File: config.mk
export PLATFORM = sky130hd
export DESIGN_NAME = amicable_pair_check_top
export DESIGN_NICKNAME = d
export VERILOG_FILES = /design/src/rtl/apc_pkg.sv /design/src/rtl/apc_serial_div.sv /design/src/rtl/amicable_pair_check_top.sv
export VERILOG_INCLUDE_DIRS = /design/src /design/src/rtl
export SDC_FILE = /design/constraint.sdc
export NUM_CORES = 1
export LEC_CHECK = 0
export ABC_AREA = 1
export BUFFER_PORTS_ARGS = -buffer_cell sky130_fd_sc_hd__buf_2
export CORE_MARGIN = 8
export CORE_UTILIZATION = 30
export CTS_CLUSTER_SIZE = 25
export DETAILED_ROUTE_END_ITERATION = 10
export HOLD_SLACK_MARGIN = 0.12
export PLACE_DENSITY_LB_ADDON = 0.3
export SLEW_MARGIN = 10
export SYNTH_ARGS = -nofsm -noshare
export SYNTH_HDL_FRONTEND = slang
export SYNTH_SLANG_ARGS = --single-unit
File: constraint.sdc
create_clock -name aclk -period 5.2 [get_ports aclk]
set_input_delay 0.78 -clock aclk [delete_from_list [all_inputs] [get_ports aclk]]
set_output_delay 0.78 -clock aclk [all_outputs]
set_load 0.1 [all_outputs]
File: src/rtl/amicable_pair_check_top_assert.svh
// ----------------------------------------------------------------------------
// Assertion macros for the amicable pair checker
// Shared forms for concurrent checks clocked on aclk and held off in reset.
// ----------------------------------------------------------------------------
`ifndef AMICABLE_PAIR_CHECK_TOP_ASSERT_SVH
`define AMICABLE_PAIR_CHECK_TOP_ASSERT_SVH

// Same-cycle implication
`define APC_ASSERT_IMP(label, ante, cons, msg) \
    label: assert property (@(posedge aclk) disable iff (!aresetn) (ante) |-> (cons)) \
        else $error(msg);

// Next-cycle implication
`define APC_ASSERT_NXT(label, ante, cons, msg) \
    label: assert property (@(posedge aclk) disable iff (!aresetn) (ante) |=> (cons)) \
        else $error(msg);

`endif

File: src/rtl/apc_pkg.sv
// ----------------------------------------------------------------------------
// Amicable pair checker package
// Fixed result widths and the sequencer state encoding.
// ----------------------------------------------------------------------------
package apc_pkg;

    // Width of the reported divisor sums
    localparam int SUM_BITS = 27;
    localparam logic [SUM_BITS-1:0] SUM_MAX = '1;

    // Sequencer states, one-hot
    typedef enum logic [6:0] {
        ST_IDLE    = 7'b0000001,
        ST_CHECK   = 7'b0000010,
        ST_DIVIDE  = 7'b0000100,
        ST_ADD_DIV = 7'b0001000,
        ST_ADD_CO  = 7'b0010000,
        ST_STEP    = 7'b0100000,
        ST_DONE    = 7'b1000000
    } apc_state_t;

endpackage

File: src/rtl/apc_serial_div.sv
// ----------------------------------------------------------------------------
// Serial restoring divider
// Produces one quotient bit per cycle; done pulses once when the quotient
// and remainder are valid. Results hold until the next start.
// ----------------------------------------------------------------------------
module apc_serial_div #(
    parameter int DIVIDEND_BITS = 24,
    parameter int DIVISOR_BITS  = 13
) (
    input  logic                     aclk,
    input  logic                     aresetn,
    input  logic                     start,
    input  logic [DIVIDEND_BITS-1:0] dividend,
    input  logic [DIVISOR_BITS-1:0]  divisor,
    output logic                     done,
    output logic [DIVIDEND_BITS-1:0] quotient,
    output logic [DIVISOR_BITS-1:0]  remainder
);

    localparam int COUNT_BITS = $clog2(DIVIDEND_BITS + 1);

    logic                     busy_reg,  busy_next;
    logic                     done_reg,  done_next;
    logic [COUNT_BITS-1:0]    count_reg, count_next;
    logic [DIVIDEND_BITS-1:0] quot_reg,  quot_next;
    logic [DIVISOR_BITS-1:0]  rem_reg,   rem_next;
    logic [DIVISOR_BITS:0]    trial;
    logic [DIVISOR_BITS:0]    diff;
    logic                     fits;

    // Shift the next dividend bit into the partial remainder and try a subtract
    assign trial = {rem_reg, quot_reg[DIVIDEND_BITS-1]};
    assign diff  = trial - {1'b0, divisor};
    assign fits  = (trial >= {1'b0, divisor});

    always_comb begin
        busy_next  = busy_reg;
        done_next  = 1'b0;
        count_next = count_reg;
        quot_next  = quot_reg;
        rem_next   = rem_reg;
        if (start) begin
            busy_next  = 1'b1;
            count_next = COUNT_BITS'(DIVIDEND_BITS);
            quot_next  = dividend;
            rem_next   = '0;
        end else if (busy_reg) begin
            quot_next  = {quot_reg[DIVIDEND_BITS-2:0], fits};
            rem_next   = fits ? diff[DIVISOR_BITS-1:0] : trial[DIVISOR_BITS-1:0];
            count_next = count_reg - COUNT_BITS'(1);
            if (count_reg == COUNT_BITS'(1)) begin
                busy_next = 1'b0;
                done_next = 1'b1;
            end
        end
    end

    // Control state
    always_ff @(posedge aclk) begin
        if (!aresetn) begin
            busy_reg  <= 1'b0;
            done_reg  <= 1'b0;
            count_reg <= '0;
        end else begin
            busy_reg  <= busy_next;
            done_reg  <= done_next;
            count_reg <= count_next;
        end
    end

    // Datapath
    always_ff @(posedge aclk) begin
        quot_reg <= quot_next;
        rem_reg  <= rem_next;
    end

    assign done      = done_reg;
    assign quotient  = quot_reg;
    assign remainder = rem_reg;

endmodule

File: src/rtl/amicable_pair_check_top.sv
// ----------------------------------------------------------------------------
// Amicable pair checker
// Sums the proper divisors of two numbers by trial division and flags the
// pair when each sum equals the other number and the numbers differ.
//
//   Channel  Direction  Handshake           Payload
//   s_       in         s_valid / s_ready   s_first_number, s_second_number
//   m_       out        m_valid / m_ready   m_first_divisor_sum,
//                                           m_second_divisor_sum, m_is_amicable
//
// Each candidate divisor d (2 while d*d <= n) passes through CHECK, DIVIDE and
// STEP, with ADD_DIV when it divides n and ADD_CO when n/d also differs from d.
// Reset is synchronous, active low; it clears the sequencer and output valid.
// s_ready is high only between requests; a result waiting on m_ready does
// not block the next request, which stalls only at its own finish.
// ----------------------------------------------------------------------------
`include "amicable_pair_check_top_assert.svh"

module amicable_pair_check_top #(
    parameter int NUMBER_BITS = 24
) (
    input  logic                          aclk,
    input  logic                          aresetn,
    input  logic                          s_valid,
    output logic                          s_ready,
    input  logic [NUMBER_BITS-1:0]        s_first_number,
    input  logic [NUMBER_BITS-1:0]        s_second_number,
    output logic                          m_valid,
    input  logic                          m_ready,
    output logic [apc_pkg::SUM_BITS-1:0]  m_first_divisor_sum,
    output logic [apc_pkg::SUM_BITS-1:0]  m_second_divisor_sum,
    output logic                          m_is_amicable
);

    import apc_pkg::*;

    localparam int EXACT_BITS = NUMBER_BITS + 3;
    localparam int D_BITS     = (NUMBER_BITS + 1) / 2 + 1;
    localparam int SQ_BITS    = NUMBER_BITS + 1;
    localparam int WIDE_BITS  = (EXACT_BITS > SUM_BITS) ? EXACT_BITS : SUM_BITS;
    localparam int SQ_CHK_BITS = 2 * D_BITS;

    apc_state_t               state_reg, state_next;
    logic                     sel_reg,   sel_next;
    logic [NUMBER_BITS-1:0]   first_reg, first_next;
    logic [NUMBER_BITS-1:0]   second_reg, second_next;
    logic [EXACT_BITS-1:0]    sum_a_reg, sum_a_next;
    logic [EXACT_BITS-1:0]    total_reg, total_next;
    logic [D_BITS-1:0]        d_reg,     d_next;
    logic [SQ_BITS-1:0]       sq_reg,    sq_next;

    logic                     m_valid_reg, m_valid_next;
    logic [SUM_BITS-1:0]      m_sum_a_reg, m_sum_a_next;
    logic [SUM_BITS-1:0]      m_sum_b_reg, m_sum_b_next;
    logic                     m_pair_reg,  m_pair_next;

    logic [NUMBER_BITS-1:0]   cur_n;
    logic [NUMBER_BITS-1:0]   next_n;
    logic                     div_start;
    logic                     div_done;
    logic [NUMBER_BITS-1:0]   div_quot;
    logic [D_BITS-1:0]        div_rem;
    logic [WIDE_BITS-1:0]     wide_a;
    logic [WIDE_BITS-1:0]     wide_b;
    logic [SUM_BITS-1:0]      sat_a;
    logic [SUM_BITS-1:0]      sat_b;
    logic                     pair_hit;

    // Shared divider: n / d, one bit a cycle
    apc_serial_div #(
        .DIVIDEND_BITS (NUMBER_BITS),
        .DIVISOR_BITS  (D_BITS)
    ) u_div (
        .aclk      (aclk),
        .aresetn   (aresetn),
        .start     (div_start),
        .dividend  (cur_n),
        .divisor   (d_reg),
        .done      (div_done),
        .quotient  (div_quot),
        .remainder (div_rem)
    );

    assign cur_n  = sel_reg ? second_reg : first_reg;
    assign next_n = second_reg;

    // Saturate the exact sums to the reported width
    assign wide_a = WIDE_BITS'(sum_a_reg);
    assign wide_b = WIDE_BITS'(total_reg);
    assign sat_a  = (wide_a > WIDE_BITS'(SUM_MAX)) ? SUM_MAX : wide_a[SUM_BITS-1:0];
    assign sat_b  = (wide_b > WIDE_BITS'(SUM_MAX)) ? SUM_MAX : wide_b[SUM_BITS-1:0];

    // Compare exact sums against the other number
    assign pair_hit = (sum_a_reg == EXACT_BITS'(second_reg)) &&
                      (total_reg == EXACT_BITS'(first_reg)) &&
                      (first_reg != second_reg);

    assign s_ready = (state_reg == ST_IDLE);

    // Sequencer
    always_comb begin
        state_next   = state_reg;
        sel_next     = sel_reg;
        first_next   = first_reg;
        second_next  = second_reg;
        sum_a_next   = sum_a_reg;
        total_next   = total_reg;
        d_next       = d_reg;
        sq_next      = sq_reg;
        m_valid_next = m_valid_reg;
        m_sum_a_next = m_sum_a_reg;
        m_sum_b_next = m_sum_b_reg;
        m_pair_next  = m_pair_reg;
        div_start    = 1'b0;

        // Drop the result once taken
        if (m_valid_reg && m_ready) begin
            m_valid_next = 1'b0;
        end

        unique case (state_reg)
            ST_IDLE: begin
                if (s_valid) begin
                    first_next  = s_first_number;
                    second_next = s_second_number;
                    sel_next    = 1'b0;
                    total_next  = (s_first_number >= NUMBER_BITS'(2)) ?
                                  EXACT_BITS'(1) : '0;
                    d_next      = D_BITS'(2);
                    sq_next     = SQ_BITS'(4);
                    state_next  = ST_CHECK;
                end
            end
            ST_CHECK: begin
                if (sq_reg > SQ_BITS'(cur_n)) begin
                    if (!sel_reg) begin
                        // Switch to the second number
                        sum_a_next = total_reg;
                        sel_next   = 1'b1;
                        total_next = (next_n >= NUMBER_BITS'(2)) ?
                                     EXACT_BITS'(1) : '0;
                        d_next     = D_BITS'(2);
                        sq_next    = SQ_BITS'(4);
                    end else begin
                        state_next = ST_DONE;
                    end
                end else begin
                    div_start  = 1'b1;
                    state_next = ST_DIVIDE;
                end
            end
            ST_DIVIDE: begin
                if (div_done) begin
                    state_next = (div_rem == '0) ? ST_ADD_DIV : ST_STEP;
                end
            end
            ST_ADD_DIV: begin
                total_next = total_reg + EXACT_BITS'(d_reg);
                state_next = (div_quot != NUMBER_BITS'(d_reg)) ? ST_ADD_CO : ST_STEP;
            end
            ST_ADD_CO: begin
                total_next = total_reg + EXACT_BITS'(div_quot);
                state_next = ST_STEP;
            end
            ST_STEP: begin
                // Advance d and keep sq at d*d
                sq_next    = sq_reg + SQ_BITS'({d_reg, 1'b1});
                d_next     = d_reg + D_BITS'(1);
                state_next = ST_CHECK;
            end
            ST_DONE: begin
                // Hold until the output register is free
                if (!m_valid_reg || m_ready) begin
                    m_valid_next = 1'b1;
                    m_sum_a_next = sat_a;
                    m_sum_b_next = sat_b;
                    m_pair_next  = pair_hit;
                    state_next   = ST_IDLE;
                end
            end
            default: begin
                state_next = ST_IDLE;
            end
        endcase
    end

    // Control state
    always_ff @(posedge aclk) begin
        if (!aresetn) begin
            state_reg   <= ST_IDLE;
            sel_reg     <= 1'b0;
            m_valid_reg <= 1'b0;
        end else begin
            state_reg   <= state_next;
            sel_reg     <= sel_next;
            m_valid_reg <= m_valid_next;
        end
    end

    // Datapath
    always_ff @(posedge aclk) begin
        first_reg   <= first_next;
        second_reg  <= second_next;
        sum_a_reg   <= sum_a_next;
        total_reg   <= total_next;
        d_reg       <= d_next;
        sq_reg      <= sq_next;
        m_sum_a_reg <= m_sum_a_next;
        m_sum_b_reg <= m_sum_b_next;
        m_pair_reg  <= m_pair_next;
    end

    assign m_valid              = m_valid_reg;
    assign m_first_divisor_sum  = m_sum_a_reg;
    assign m_second_divisor_sum = m_sum_b_reg;
    assign m_is_amicable        = m_pair_reg;

    // Checks
    `APC_ASSERT_IMP(a_div_done_in_divide, div_done, state_reg == ST_DIVIDE, "divider done outside divide")
    `APC_ASSERT_IMP(a_sq_tracks_d, state_reg == ST_CHECK, SQ_CHK_BITS'(sq_reg) == SQ_CHK_BITS'(d_reg) * SQ_CHK_BITS'(d_reg), "square out of step with candidate")
    `APC_ASSERT_NXT(a_sum_grows, state_reg == ST_ADD_DIV, total_reg > $past(total_reg), "divisor add did not grow the sum")
    `APC_ASSERT_NXT(a_done_loads, state_reg == ST_DONE && (!m_valid_reg || m_ready), m_valid_reg && state_reg == ST_IDLE, "finished request not loaded")

endmodule

# Word level (Yosys, flattened, before mapping)
# Index checks and enable logic that the tools add are counted.
[word_totals]
reg_bits = 248
output_inout_bits = 57
word_cells = 110
input_bits = 52
[op_classes]
muxes = 40
n_lt_le_gt_ge = 6
addsub = 6
bitwise_logic = 3
reduce_logical = 19
n_eq_ne = 18
[op_table]
columns = ["cell", "n"]
rows = [
  ["$pmux 27 s4", 1],
  ["$mux 27", 3],
  ["$mux 25", 3],
  ["$pmux 25 s3", 1],
  ["$mux 24", 3],
  ["$eq 27x24->1", 2],
  ["$gt 27x27->1 const B", 2],
  ["$mux 13", 4],
  ["$pmux 7 s7", 1],
  ["$ge 24x2->1 const B", 2],
  ["$pmux 13 s3", 1],
  ["$mux 7", 5],
  ["$add 27x13->27", 1],
  ["$add 27x24->27", 1],
  ["$add 25x14->25", 1],
  ["$gt 25x24->1", 1],
  ["$ne 24x13->1", 1],
  ["$ne 24x24->1", 1],
  ["$ge 14x13->1", 1],
  ["$add 13x1->13 const B", 1],
  ["$logic_not 13->1", 1],
  ["$mux 1", 13],
  ["$sub 13x13->13", 1],
  ["$mux 6", 2],
  ["26 further kinds", 39],
]

# Logic depth before layout (Yosys ltp)
[logic_depth]
depth_word = 5
mapped_depth = 22
depth_no_buf = 20

# Cells and area by module
# A second synthesis with hierarchy kept.
[hier_totals]
hier_cells = 1725
hier_area_um2 = 14839.2
[by_module_without_submodules]
columns = ["module", "n_inst", "area_per_inst_um2", "seq_area_each_um2", "cells_per_inst"]
rows = [
  ["amicable_pair_check_top", 1, 11957.7, 6035.8, 1315],
  ["apc_serial_div", 1, 2881.5, 1121.1, 410],
]

# Least setup slack after synthesis
# Ideal clock, no wire load.
[synth_path]
path_type = "reg2reg"
startpoint = "register sel_reg"
endpoint = "register total_reg[0] (enable)"
t_required_ns = 4.755
setup_ns = 0.445
slack_ns = 0.895
arrival_ns = 3.861
n_path_buf = 2
path_stages_with_launch = 15
period_less_slack_ns = 4.305
path_cell_list = "dfxtp_1 > buf_2 > buf_1 > o21ai_0 > ha_1 > inv_1 > nor3_2 > nand2_1 > nor2_1 > nand2_1 > nand3_2 > nand2_1 > nand2_2 > inv_2 > nor3_1"
[synth_via]
elab_chain_len = 4
elab_cells_between_ends = 5
cone_classes = "1 x order compare; 2 x eq/ne; 1 x mux; 1 x reduce/logical"
[synth_lines]
columns = ["item", "line", "source"]
rows = [
  ["start: declaration", "amicable_pair_check_top.sv:44", "logic sel_reg, sel_next;"],
  ["start signal: assignment", "amicable_pair_check_top.sv:195", "sel_reg <= sel_next;"],
  ["$mux 24", "amicable_pair_check_top.sv:84", "assign cur_n = sel_reg ? second_reg : first_reg;"],
  ["$gt 25x24->1", "amicable_pair_check_top.sv:135", "if (sq_reg > SQ_BITS'(cur_n)) begin"],
  ["$ne 2x2->1 (no line)", "-", ""],
  ["$reduce_and 4->1 (no line) *", "-", ""],
  ["end signal: assignment", "amicable_pair_check_top.sv:205", "total_reg <= total_next;"],
  ["end: declaration", "amicable_pair_check_top.sv:48", "logic [EXACT_BITS-1:0] total_reg, total_next;"],
]
# Every way passes the cells marked *; elsewhere a longest branch is shown, timed or not.
# A chain may end at the register's enable or synchronous reset.

# Worst setup path after layout
[layout_path]
startpoint = "register sel_reg"
endpoint = "register u_div.quot_reg[13] (netlist: u_div.quotient[13]) (enable)"
[layout_via]
elab_chain_len = 5
[layout_lines]
columns = ["item", "line", "source"]
rows = [
  ["$mux 24", "amicable_pair_check_top.sv:84", ""],
  ["$gt 25x24->1", "amicable_pair_check_top.sv:135", ""],
  ["$mux 1", "amicable_pair_check_top.sv:135", ""],
  ["$mux 1", "amicable_pair_check_top.sv:121", "unique case (state_reg)"],
  ["$reduce_bool 2->1 (no line)", "-", ""],
  ["end signal: assignment", "apc_serial_div.sv:73", "quot_reg <= quot_next;"],
  ["end: declaration", "apc_serial_div.sv:25", "logic [DIVIDEND_BITS-1:0] quot_reg, quot_next;"],
]
# Every way passes these cells.

==> impl_metrics.yaml <==
place:
  hpwl_um: 35170
  gp_congestion: 0.9270
  io_buffers: 108
  place_area_um2: 15760
power:
  switching_power_mw: 4.701
  clkPwrFrac_pct: 19.6
  p_int_mw: 5.533
  pwr-share-comb_pct: 43.7
  power.leakage_nw: 6.973
  p_total_mw: 10.23
  powerDensity_nw_per_um2: 613.7
  ir_worst_vdd_uv: 311.3
  seqPwrFrac_pct: 36.7
  swShare_pct: 45.93
setup_path:
  end_kind: "flip-flop"
  crit_type: "reg2reg"
  crit_required_ns: 5.37
  arrival_ns: 4.07
  start_kind: "flip-flop"
  cp_max_fo: 24
  crit_start: "sel_reg"
  reg2reg_from: "sel_reg"
  reg2reg_setup_slack_ns: 1.30
  rr_worst_depth: 11
  rr_endpoint: "u_div.quotient[13]"
  crit_path_end: "u_div.quotient[13]"
synthesis:
  yosys.area_share.adder_pct: 7.129
  netlist_area_um2: 14710
  yosys.area_share.simple_pct: 21.86
  synthesis.instances: 1712
  synth-xor-area-share_pct: 3.454
  synth_ff_type: "edfxtp_1"
  synthMuxAreaShare_pct: 0.3403
  synth.net_count: 1846
  ys_async_sr_fraction_pct: 0
  ys.warnings.count: 0
  ys_seq_area_share_pct: 48.66
  synth_edf_count: 219
  synth-compound-area-share_pct: 10.23
  ys_seq_elements: 248
  syn_area_per_cell_um2: 8.590
  synth_cell_type_count: 53
  synth_top_family_by_area: "simple AND/OR/NAND/NOR gates"
route:
  detail-route-antenna-nets: 0
  routed_wl_um: 45040
  drt_iter0_markers: 930
  drt_pre_antenna_iters: 6
  wire_per_inst_um: 18.63
  vias_per_cell: 4.997
  vias: 12082
  drc: 0
clock_tree:
  clkSinkCount: 248
  cts_max_level: 1
  cts_setup_buffers: 0
  clk_pin_slew_ns: 0.06
  cts_tree: "yes"
  root_buffer: "clkbuf_16"
  clock_latency_ns: 0.57
  cts_buffer_depth: 3
  cts_hold_buffers: 0
  tritoncts.num_buffers: 28
  cts_resized: 0
timing:
  grt_setup_unrepaired: "false"
  fin_crit_sh_pct: 74.99
  drv_slew: 0
  finalSetupViolCount: 0
  timing.fmax_mhz: 256.4
  maxSlewHeadroom_pct: 26.95
  setup_tns_ns: 0
  tightest_slew_ns: 1.093
  final-hold-violation-count: 0
  fin_skew_ns: 0.01783
  fin_crit_ns: 3.900
cells_and_area:
  nFillCells: 4987
  design_area_um2: 16680
  fin_nets: 1910
  layout-drive-gt1-share_pct: 11.64
  syn2layout_area_growth_pct: 13.41
  num_antenna_cells: 0
grt:
  grt.total_usage_pct: 15.51
  grt_max_degree: 56
  grt_pass1_wl_um: 68980
  grt_pass1_vias: 11595
  grt.overflow.total: 0
  antenna_found_initial: 0
floorplanning:
  start_util_pct: 30.23
  die_w_um: 237.4
  io-pin-count: 109
  dieArea_um2: 56360
  die_h_um: 237.4
  row_count: 81
  coreArea_um2: 48650
job:
  cap_violations: 0
min_path:
  hold_depth: 1
  hp-class: "in2reg"
  hp-start: "s_second_number[5]"
status:
  status: "complete, no violations"
## worst max-delay path, cell delays in order (launching register included)
cell     delay (ns)
dfxtp_1        0.74
buf_4          0.38
o21ai_0        0.19
ha_1           0.33
nand2_1        0.06
inv_1          0.09
nand3_1        0.07
nor3_1         0.20
nand4_1        0.17
nand2_1        0.14
nand2_2        0.24
nand2_1        0.89
## power groups by stage
stage | Sequential (mW) | Clock, mW | Combinational (mW)
2_1_floorplan | 3.53 | 0 | 3.32
3_5_place_dp | 3.78 | 0 | 4.44
4_1_cts | 3.75 | 2.05 | 4.47
6_report | 3.76 | 2.01 | 4.47
5_1_grt | 3.80 | 2.12 | 5.06
3_3_place_gp | 3.78 | 0 | 4.37
## cell type report
cell class                 instances  area (um^2)  share of cell area, %
sequential                       248         7157                  42.91
multi-input combinational       1150         6345                  38.04
clock inverter                    19        211.5                  1.268
tap                              622        778.2                  4.666
timing repair buffer             117        608.1                  3.646
clock buffer                      31        711.9                  4.269
inverter                         231        867.1                  5.199
## worst min-delay path by stage
stage	end	slack, ns
after CTS	next_n[5]	0.36
after detailed placement	m_first_divisor_sum[25]	0.44
after floorplan	u_div.remainder[12]	0.47
after global placement	m_first_divisor_sum[10]	0.44
after global routing	next_n[5]	0.37
final	next_n[5]	0.39
## per-layer routing
metal  GRT usage [%]  wire, um
met5               0         0
met3           2.073      2647
met4           3.445       950
met1           20.54     19940
met2           26.78     21500
## cells by family after synthesis
| family | Yosys count |
|---|---|
| AOI/OAI and AO/OA | 270 |
| adders and majority gates | 82 |
| xor gates and xnor gates | 58 |
| muxes | 5 |
| buffers and inverters | 314 |
| DFF | 248 |
| and+or+nand+nor | 735 |
## placed cells by master, fill, tap and decap left out, types with 14 or more instances in the layout
| cell type | n |
|---|---|
| a21oi_1 | 98 |
| buf_2 | 108 |
| clkbuf_16 | 28 |
| dfxtp_1 | 29 |
| edfxtp_1 | 219 |
| ha_1 | 79 |
| inv_1 | 217 |
| inv_2 | 14 |
| nand2_1 | 353 |
| nand3_1 | 80 |
| nand4_1 | 49 |
| nor2_1 | 174 |
| nor3_1 | 21 |
| nor4_1 | 19 |
| o21ai_0 | 82 |
| o21ai_1 | 37 |
| xnor2_1 | 32 |
| xor2_1 | 26 |
## per-stage QoR
step,std cells,hold WS [ns],setup WS [ns],util (%)
after global routing,2418,0.3745,0.9684,34.29
after global placement,2368,0.4362,1.438,32.39
after detailed placement,2368,0.4386,1.321,32.39
final,2418,0.3889,1.300,34.29
after floorplan,1712,0.4709,0.8946,-
after CTS,2418,0.3606,1.303,34.29
## cells in the mapped netlist, types with 3 or more instances
master / n / area [um^2]
nand3_1: 80 / 400.4
xnor2_1: 32 / 280.3
o21bai_1: 7 / 52.55
o22ai_1: 12 / 75.07
nand2_2: 10 / 62.56
nand4_1: 49 / 306.5
xor2_1: 26 / 227.7
inv_1: 217 / 814.5
nor3_1: 22 / 110.1
nor4_1: 19 / 118.9
a21boi_0: 4 / 30.03
nor3_2: 4 / 40.04
o21a_1: 9 / 67.56
nor2_2: 3 / 18.77
a21o_1: 4 / 30.03
a22o_1: 4 / 35.03
buf_4: 3 / 22.52
nor2_1: 176 / 660.6
o21ai_0: 82 / 410.4
buf_1: 4 / 15.01
clkbuf_1: 61 / 229.0
a21oi_1: 98 / 490.5
edfxtp_1: 219 / 6576
or2_2: 3 / 18.77
o21ai_1: 37 / 185.2
dfxtp_1: 29 / 580.6
ha_1: 79 / 988.5
inv_2: 14 / 52.55
nand2_1: 353 / 1325
fa_1: 3 / 60.06
mux2i_1: 5 / 50.05
buf_2: 13 / 65.06
nand3b_1: 3 / 22.52
Power figures use the tool's default switching activity.
